File: config.mk
export PLATFORM = sky130hd
export DESIGN_NAME = jpeg_coefficient_rle_dpcm_decode
export DESIGN_NICKNAME = d
export VERILOG_FILES = /design/src/rtl/jcrd_pkg.sv /design/src/rtl/jcrd_front.sv /design/src/rtl/jcrd_queue.sv /design/src/rtl/jcrd_back.sv /design/src/rtl/jpeg_coefficient_rle_dpcm_decode.sv
export SDC_FILE = /design/constraint.sdc
export NUM_CORES = 1
export LEC_CHECK = 0
export BUFFER_PORTS_ARGS = -buffer_cell sky130_fd_sc_hd__buf_4
export CAP_MARGIN = 0
export CELL_PAD_IN_SITES_DETAIL_PLACEMENT = 1
export CELL_PAD_IN_SITES_GLOBAL_PLACEMENT = 1
export CORE_UTILIZATION = 40
export CTS_BUF_LIST = sky130_fd_sc_hd__clkbuf_8
export DETAILED_ROUTE_END_ITERATION = 8
export PLACE_DENSITY_LB_ADDON = 0.1
export SKIP_CTS_REPAIR_TIMING = 1
export SLEW_MARGIN = 20
export SYNTH_ARGS = -nofsm -noshare
export SYNTH_HDL_FRONTEND = slang
export SYNTH_HIERARCHICAL = 1
export SYNTH_SLANG_ARGS = --single-unit
File: constraint.sdc
create_clock -name clock -period 5.35 [get_ports clock]
set_input_delay 0.535 -clock clock [delete_from_list [all_inputs] [get_ports clock]]
set_output_delay 0.535 -clock clock [all_outputs]
set_load 0.01 [all_outputs]
File: src/rtl/jcrd_pkg.sv
// Shared types and helpers for the JPEG coefficient run-length and DC prediction decoder.
// Used by the front classifier, the queue, the back end and the top level. No dependencies.
package jcrd_pkg;

   localparam int NUM_COMPONENTS_DEFAULT = 3;
   localparam int QUEUE_DEPTH            = 2;

   localparam logic [7:0] SYM_EOB     = 8'h00;
   localparam logic [7:0] SYM_ZRL     = 8'hF0;
   localparam logic [7:0] RUN_MASK    = 8'hF0;
   localparam logic [7:0] SIZE_MASK   = 8'h0F;
   localparam logic [3:0] ZRL_SPAN    = 4'd15;
   localparam logic [7:0] DC_SIZE_MAX = 8'd11;
   localparam logic [3:0] AC_SIZE_MAX = 4'd10;
   localparam logic [6:0] LAST_POS    = 7'd63;

   typedef enum logic [1:0] {
      OP_NONE,
      OP_DC,
      OP_AC
   } op_type;

   typedef struct packed {
      logic [1:0]  component;
      logic [7:0]  symbol;
      logic [10:0] extra_bits;
   } req_type;

   typedef struct packed {
      logic [5:0]         coeff_position;
      logic signed [15:0] coeff_value;
      logic               write_valid;
      logic               block_end;
      logic               format_error;
   } rsp_type;

   // One classified item as handed from the front to the back.
   typedef struct packed {
      op_type      op;
      logic [1:0]  component;
      logic [3:0]  size;
      logic [10:0] extra_bits;
      logic [5:0]  coeff_position;
      logic        block_end;
      logic        format_error;
   } entry_type;

   // JPEG sign extension of a size-bit magnitude (size 0..11).
   function automatic logic [15:0] extend_magnitude(input logic [3:0] size,
                                                    input logic [10:0] bits);
      logic [11:0] full;
      logic [11:0] mask;
      logic [15:0] value;
      full  = 12'd1 << size;
      mask  = full - 12'd1;
      value = {5'd0, bits & mask[10:0]};
      if (size != 4'd0 && !bits[size - 4'd1]) begin
         value = value - {4'd0, mask};
      end
      return value;
   endfunction

endpackage

File: src/rtl/jcrd_front.sv
// Front end: tracks the block position, classifies each symbol and computes where it lands.
// Depends on jcrd_pkg.
module jcrd_front import jcrd_pkg::*; (
   input  logic      clock,
   input  logic      reset,
   input  logic      take,
   input  req_type   req_data,
   output entry_type entry
);

   logic [5:0] pos_ff;
   logic [5:0] pos_in;
   logic [6:0] next_pos;
   logic [6:0] target;
   logic [3:0] run;
   logic [3:0] size;
   logic       eob;

   assign run    = 4'((req_data.symbol & RUN_MASK) >> 4);
   assign size   = 4'(req_data.symbol & SIZE_MASK);
   assign target = {1'b0, pos_ff} + {3'd0, run};

   always_comb begin
      entry.op             = OP_NONE;
      entry.component      = req_data.component;
      entry.size           = size;
      entry.extra_bits     = req_data.extra_bits;
      entry.coeff_position = 6'd0;
      entry.format_error   = 1'b0;
      eob                  = 1'b0;
      next_pos             = {1'b0, pos_ff} + 7'd1;
      if (pos_ff == 6'd0) begin
         if (req_data.symbol > DC_SIZE_MAX) begin
            entry.format_error = 1'b1;
         end else begin
            entry.op = OP_DC;
         end
      end else if (req_data.symbol == SYM_EOB) begin
         eob = 1'b1;
      end else if (req_data.symbol == SYM_ZRL) begin
         if ({1'b0, pos_ff} + {3'd0, ZRL_SPAN} > LAST_POS) begin
            entry.format_error = 1'b1;
         end else begin
            next_pos = {1'b0, pos_ff} + {3'd0, ZRL_SPAN} + 7'd1;
         end
      end else if (size == 4'd0 || size > AC_SIZE_MAX) begin
         entry.format_error = 1'b1;
      end else if (target > LAST_POS) begin
         entry.format_error = 1'b1;
      end else begin
         entry.op             = OP_AC;
         entry.coeff_position = target[5:0];
         next_pos             = target + 7'd1;
      end
      // A position of 64 closes the block just as an end-of-block symbol does.
      entry.block_end = eob | next_pos[6];
      pos_in          = (eob | next_pos[6]) ? 6'd0 : next_pos[5:0];
   end

   always_ff @(posedge clock) begin
      if (reset) begin
         pos_ff <= 6'd0;
      end else if (take) begin
         pos_ff <= pos_in;
      end
   end

endmodule

File: src/rtl/jcrd_queue.sv
// Short first-in first-out queue of classified items between front and back.
// Depends on jcrd_pkg.
module jcrd_queue import jcrd_pkg::*; #(
   parameter int DEPTH = QUEUE_DEPTH
) (
   input  logic      clock,
   input  logic      reset,
   input  logic      push,
   input  entry_type push_data,
   output logic      full,
   input  logic      pop,
   output logic      not_empty,
   output entry_type pop_data
);

   localparam int PTR_W = (DEPTH > 1) ? $clog2(DEPTH) : 1;
   localparam int CNT_W = $clog2(DEPTH + 1);

   entry_type        slot_ff [DEPTH];
   logic [PTR_W-1:0] wr_ptr_ff;
   logic [PTR_W-1:0] rd_ptr_ff;
   logic [CNT_W-1:0] count_ff;

   assign full      = (count_ff == CNT_W'(DEPTH));
   assign not_empty = (count_ff != '0);
   assign pop_data  = slot_ff[rd_ptr_ff];

   always_ff @(posedge clock) begin
      if (push) begin
         slot_ff[wr_ptr_ff] <= push_data;
      end
   end

   always_ff @(posedge clock) begin
      if (reset) begin
         wr_ptr_ff <= '0;
         rd_ptr_ff <= '0;
         count_ff  <= '0;
      end else begin
         if (push) begin
            wr_ptr_ff <= (wr_ptr_ff == PTR_W'(DEPTH - 1)) ? '0 : wr_ptr_ff + 1'b1;
         end
         if (pop) begin
            rd_ptr_ff <= (rd_ptr_ff == PTR_W'(DEPTH - 1)) ? '0 : rd_ptr_ff + 1'b1;
         end
         if (push && !pop) begin
            count_ff <= count_ff + 1'b1;
         end else if (pop && !push) begin
            count_ff <= count_ff - 1'b1;
         end
      end
   end

endmodule

File: src/rtl/jcrd_back.sv
// Back end: sign-extends magnitudes, applies DC prediction and holds the result register.
// Depends on jcrd_pkg.
module jcrd_back import jcrd_pkg::*; #(
   parameter int NUM_COMPONENTS = NUM_COMPONENTS_DEFAULT
) (
   input  logic      clock,
   input  logic      reset,
   input  logic      entry_valid,
   input  entry_type entry,
   output logic      entry_pop,
   output logic      rsp_valid,
   input  logic      rsp_ready,
   output rsp_type   rsp_data
);

   localparam int IDX_W = (NUM_COMPONENTS > 1) ? $clog2(NUM_COMPONENTS) : 1;

   logic [15:0] pred_ff [NUM_COMPONENTS];
   logic        rsp_valid_ff;
   rsp_type     rsp_data_ff;
   rsp_type     rsp_data_in;
   logic [15:0] magnitude;
   logic [15:0] pred;
   logic [15:0] dc_sum;
   logic        comp_known;
   logic [IDX_W-1:0] comp_idx;

   assign entry_pop  = entry_valid && (!rsp_valid_ff || rsp_ready);
   assign comp_known = ({30'd0, entry.component} < 32'(NUM_COMPONENTS));
   assign comp_idx   = IDX_W'(entry.component);
   assign magnitude  = extend_magnitude(entry.size, entry.extra_bits);
   // An unknown component is predicted from zero and leaves no predictor behind.
   assign pred       = comp_known ? pred_ff[comp_idx] : 16'd0;
   assign dc_sum     = magnitude + pred;

   always_comb begin
      rsp_data_in.coeff_position = entry.coeff_position;
      rsp_data_in.block_end      = entry.block_end;
      rsp_data_in.format_error   = entry.format_error;
      case (entry.op)
         OP_DC: begin
            rsp_data_in.coeff_value = dc_sum;
            rsp_data_in.write_valid = 1'b1;
         end
         OP_AC: begin
            rsp_data_in.coeff_value = magnitude;
            rsp_data_in.write_valid = 1'b1;
         end
         default: begin
            rsp_data_in.coeff_value = 16'sd0;
            rsp_data_in.write_valid = 1'b0;
         end
      endcase
   end

   always_ff @(posedge clock) begin
      if (reset) begin
         for (int i = 0; i < NUM_COMPONENTS; i++) begin
            pred_ff[i] <= 16'd0;
         end
      end else if (entry_pop && entry.op == OP_DC && comp_known) begin
         pred_ff[comp_idx] <= dc_sum;
      end
   end

   always_ff @(posedge clock) begin
      if (reset) begin
         rsp_valid_ff <= 1'b0;
      end else if (entry_pop) begin
         rsp_valid_ff <= 1'b1;
      end else if (rsp_ready) begin
         rsp_valid_ff <= 1'b0;
      end
   end

   always_ff @(posedge clock) begin
      if (entry_pop) begin
         rsp_data_ff <= rsp_data_in;
      end
   end

   assign rsp_valid = rsp_valid_ff;
   assign rsp_data  = rsp_data_ff;

endmodule

File: src/rtl/jpeg_coefficient_rle_dpcm_decode.sv
// JPEG baseline run-length expansion and DC prediction decoder, top level.
// The block takes one Huffman-decoded symbol beat per clock while req_ready is high and gives
// exactly one result beat for each: the coefficient write (zigzag position and value, DC with
// its prediction added), an end-of-block flag and a format error flag. Throughput is one beat
// per cycle while the output is not stalled; each input beat is written into the queue and
// then into the result register, from which it is presented, and the two-entry queue between
// the position tracker and the value path absorbs output stalls.
// Depends on jcrd_pkg, jcrd_front, jcrd_queue and jcrd_back.
module jpeg_coefficient_rle_dpcm_decode import jcrd_pkg::*; #(
   parameter int NUM_COMPONENTS = NUM_COMPONENTS_DEFAULT
) (
   input  logic    clock,
   input  logic    reset,
   input  logic    req_valid,
   output logic    req_ready,
   input  req_type req_data,
   output logic    rsp_valid,
   input  logic    rsp_ready,
   output rsp_type rsp_data
);

   entry_type front_entry;
   entry_type queue_entry;
   logic      queue_full;
   logic      queue_not_empty;
   logic      queue_pop;
   logic      take;

   assign req_ready = !queue_full;
   assign take      = req_valid && req_ready;

   jcrd_front u_front (
      .clock    (clock),
      .reset    (reset),
      .take     (take),
      .req_data (req_data),
      .entry    (front_entry)
   );

   jcrd_queue #(
      .DEPTH (QUEUE_DEPTH)
   ) u_queue (
      .clock     (clock),
      .reset     (reset),
      .push      (take),
      .push_data (front_entry),
      .full      (queue_full),
      .pop       (queue_pop),
      .not_empty (queue_not_empty),
      .pop_data  (queue_entry)
   );

   jcrd_back #(
      .NUM_COMPONENTS (NUM_COMPONENTS)
   ) u_back (
      .clock       (clock),
      .reset       (reset),
      .entry_valid (queue_not_empty),
      .entry       (queue_entry),
      .entry_pop   (queue_pop),
      .rsp_valid   (rsp_valid),
      .rsp_ready   (rsp_ready),
      .rsp_data    (rsp_data)
   );

endmodule
## After elaboration in Yosys (flattened, before gate mapping)

Memory sizes are Yosys's and may differ from the RTL's. A register that Yosys moved wholly into a read port is not among the register bits.
Cells that the tools add are included.

- Logic and storage cells: 110
- Bits in writable memories: 102
- Memories kept: 2
- Output and inout port bits: 27
- Bits in registers: 36
- Input port bits: 25

Memory list:

| memory | depth | bits a word | read ports | clocked after Yosys merged registers in | wr ports | RTL line | text |
|---|---|---|---|---|---|---|---|
| u_queue.slot_ff | 2 | 27 | 1 | 1 | 1 | jcrd_queue.sv:19 | `entry_type slot_ff [DEPTH];` |
| u_back.pred_ff | 3 | 16 | 1 | 0 | 3 | jcrd_back.sv:18 | `logic [15:0] pred_ff [NUM_COMPONENTS];` |

- Reduce and logical (&&, ||, !) cells: 22
- Muxes and demuxes: 50
- Add/subtract/negate cells: 13
- Order comparisons: 6
- Bitwise logic cells: 2
- Equal/unequal tests: 4
- Shift-type cells: 1

Operator list:

| operator | count |
|---|---|
| $mux 16 | 3 |
| $mux 7 | 6 |
| $mux 6 | 6 |
| $pmux 17 s2 | 1 |
| $mux 1 | 25 |
| $add 16x16->16 | 1 |
| $mux 2 | 8 |
| $reduce_or 16->1 | 1 |
| $add 7x1->7 const B | 2 |
| $gt 7x6->1 const B | 2 |
| $sub 11x12->13 | 1 |
| $shl 1x4->12 const A | 1 |
| $sub 12x1->12 const B | 1 |
| $and 11x11->11 | 1 |
| $eq 8x8->1 const B | 1 |
| $gt 8x4->1 const B | 1 |
| $logic_not 8->1 | 1 |
| $add 6x1->7 const B | 1 |
| $add 6x4->7 | 1 |
| $add 6x4->7 const B | 1 |
| $logic_and 1x1->1 | 7 |
| $logic_not 6->1 | 1 |
| $reduce_bool 2->1 | 3 |
| $logic_not 1->1 | 5 |
| 14 further kinds | 17 |

## Longest topological paths before layout

- Depth in word-level cells: 10
- Gate-level depth with buffers: 27
- Depth with buffers taken out: 23

## Hierarchy

Netlist, hierarchy kept.

Modules (own cells, without submodules):

| module | seq. area each (um^2) | instances | cells each | area each (um^2) |
|---|---|---|---|---|
| jcrd_back | 2212.1 | 1 | 521 | 5063.6 |
| jcrd_queue | 1721.7 | 1 | 106 | 2163.3 |
| jcrd_front | 120.1 | 1 | 198 | 1446.4 |
| jpeg_coefficient_rle_dpcm_decode | 0.0 | 1 | 2 | 10.0 |

## Worst setup path before layout

Ideal clock, no wire load.

- Path type: register to register
- From: reg (tool-made name)
- To: reg u_back.rsp_data_ff, in the netlist u_back/rsp_data[16], data pin
- Period minus slack after synthesis: 5.650 ns
- Stages on the path, launching flop included: 27
- Data required time: 5.084 ns
- Setup time: 0.266 ns
- Setup slack: -0.300 ns
- Data arrival time: 5.384 ns
- Path buffers: 4
- Cells stage by stage: dfxtp_1 > buf_2 > buf_6 > mux2_2 > inv_1 > ha_1 > buf_6 > nor3b_4 > inv_1 > ha_1 > buf_2 > nor2b_1 > o21ai_1 > a21oi_2 > or4b_4 > o311ai_1 > o211ai_1 > ha_1 > inv_1 > o221ai_1 > a211oi_1 > o22ai_1 > or2_2 > xnor2_1 > inv_1 > a21oi_1 > nor2_1

RTL lines:

| what | RTL line | text |
|---|---|---|
| end signal, assigned | jcrd_back.sv:78 | `rsp_data_ff <= rsp_data_in;` |
| end, declared | jcrd_back.sv:20 | `rsp_type rsp_data_ff;` |

==> impl_metrics.toml <==
[place]
finalWeightedCongestion = 0.895
preCtsSetupSlack_ns = -0.120
dpl.hpwl_mm = 17.0
portBuffers = 51
dpl_cell_area_um2 = 9380

[route]
routed_wl_mm = 23.3
drtPass1Iterations = 4
drt_iter0_markers = 276
route.antenna.remaining_nets = 0
drc = 0
via_per_inst = 5.59
vias = 6520
wl_per_cell_um = 20.0

[floorplan]
start_util = 0.410
design.core.area_um2 = 21200
die_width_um = 149
fp.dieH_um = 149
rows = 53
io_pins = 52
die-area_um2 = 22300

[grt]
grt_max_degree = 29
antenna_found_initial = 0
grt_pass1_vias = 6771
grtUsageTotal = 0.217
grt_pass1_wl_mm = 36.9
grt_overflow = 0

[clocking]
clkSinkCount = 139
root_buffer = "clkbuf_8"
htree_levels = 4
clk_path_buf_depth = 2
clkTransAtPathRegs_ns = 0.09
insertion_delay_ns = 0.45
cts_tree = "done"
numCtsBuffers = 17

[timing]
clock_skew_ns = 0.0198
fmax_mhz = 195
fin_hold_ws_ns = 0.264
fin_tns_setup_ns = 0
finalCritPeriodShare = 0.959
setup_ws_ns = 0.219
min_period_ns = 5.13
final_hold_viol_count = 0
finalSetupViolCount = 0
worstMarginPinSlew_ns = 0.976
drv_slew = 0
relSlewSlack = 0.349

[synth]
ys.flop_type = "edfxtp_1"
ys_seq_elements = 139
synth_edf_count = 127
synth.mux.area_fraction = 0.0725
synth_top_family_by_area = "simple AND/OR/NAND/NOR gates"
yosys.area_share.simple = 0.174
syn-num-nets = 886
avgSynthCellArea_um2 = 10.5
ys_seq_area_frac = 0.467
synth-xor-area-share = 0.0303
synth-compound-area-share = 0.144
synthCells = 827
synthAdderAreaFrac = 0.0519
synth_area_um2 = 8680
synth_cell_types = 95
synth_warnings = 6
synthArstFlopShare = 0

[worst_setup_path]
critPathLaunchType = "flip-flop"
worstSetupEndpointType = "flip-flop"
worstSetupPathType = "flip-flop to flip-flop"
critPathArrivalTime_ns = 5.33
crit_fanout = 7
required_ns = 5.55

[power_and_ir_drop]
peakVddDrop_uv = 379
power_density_nw_per_um2 = 707
finalPower_mw = 6.98
p_leak_nw = 3.82

[cells_and_area]
final_common_cell = "edfxtp_1"
syn_to_final_growth_pct = 13.7
layout-drive-gt1-share = 0.244
nNetsFinal = 937
postLayoutCellArea_um2 = 9870
mostFrequentLayoutCells = "127 x edfxtp_1, 105 x nor2_1, 90 x buf_4"
fillers = 2321
diodes = 0

[worst_hold_path]
holdCritPathClass = "input port to flip-flop"
min-delay-start = "req_data[8]"

[run]
maxCapViolCount = 0

[run_status]
outcome = "finished clean"
[cell usage after synthesis (13+ instances only)]
cell,n,area (um2)
a21oi_1,37,185
buf_4,20,150
clkbuf_1,17,63.8
edfxtp_1,127,3810
ha_1,32,400
inv_1,41,154
mux2_2,27,304
mux2i_1,25,250
nand2_1,50,188
nand3_1,16,80.1
nor2_1,105,394
nor3_1,22,110
o21ai_0,37,185
xnor2_1,17,149
xor2_1,13,114
[final timing paths]
| path | slack (ns) | depth (start not counted) | to |
|---|---|---|---|
| worst max-delay path | 0.22 | 21 | u_back/rsp_data[18] |
| worst max register to register | 0.22 | 21 | u_back/rsp_data[18] |
| worst min-delay path | 0.26 | 1 | u_queue/slot_ff[0][16] |
| worst min register to register | 0.51 | 2 | u_back/rsp_valid |
[cells by family after synthesis]
family          count (synthesis)
simple gates                  291
compound gates                175
flops                         139
buf+inv                       101
mux                            56
fa+ha+maj                      35
xor+xnor                       30
[routing by layer]
metal | share of wire | GRT usage | vias to the layer above
li1 | - | - | 3134
met1 | 0.44 | 0.275 | 3263
met2 | 0.51 | 0.377 | 101
met3 | 0.031 | 0.0391 | 22
met4 | 0.013 | 0.0587 | 0
met5 | 0 | 0 | -
[registers in the layout, summed over array words and instances, names as in the netlist, named ones only]
signal and cells:
u_queue/slot_ff 54, u_back/pred_ff 48, u_back/rsp_data 25, u_front/pos_ff 6, u_queue/count_ff 2, u_back/rsp_valid 1
u_queue/rd_ptr_ff 1, u_queue/wr_ptr_ff 1
[per-stage QoR]
| stage | utilization | instances |
|---|---|---|
| 6_report | 0.467 | 1166 |
| 5_1_grt | 0.467 | 1166 |
| 4_1_cts | 0.462 | 1166 |
| 3_5_place_dp | 0.443 | 1134 |
| 3_3_place_gp | 0.443 | 1134 |
| 2_1_floorplan | - | 827 |
[report_power, final]
group          leakage [nW]  internal, mW  switching (mW)
Clock                 0.202         0.447           0.417
Combinational          2.27          1.78            2.69
Sequential             1.35          1.52           0.131
Total                  3.82          3.74            3.24
[cell type report]
type | instances | area, um2 | share of cell area
multi-input cells | 587 | 4240 | 0.429
repair buffers | 90 | 676 | 0.0684
clock buffers | 20 | 275 | 0.0279
well taps | 275 | 344 | 0.0349
flip-flops and latches | 139 | 4060 | 0.411
inverters | 43 | 161 | 0.0164
clock inverters | 12 | 124 | 0.0125
[worst max-delay path, cell delays in order, from the launching register on]
cell      delay, ns
dfxtp_2        0.37
mux2_4         0.35
inv_2          0.10
ha_4           0.13
nor3b_4        0.18
inv_1          0.09
ha_2           0.22
nor2b_1        0.14
mux2_4         0.30
nor3_4         0.18
or4b_4         0.52
o311ai_2       0.23
o211ai_1       0.19
ha_1           0.40
nand4_1        0.15
nor2_1         0.08
a211oi_2       0.32
o22ai_2        0.15
o41ai_4        0.45
buf_4          0.18
or3_1          0.09
nand3_1        0.07
(Power assumes the default switching activity.)
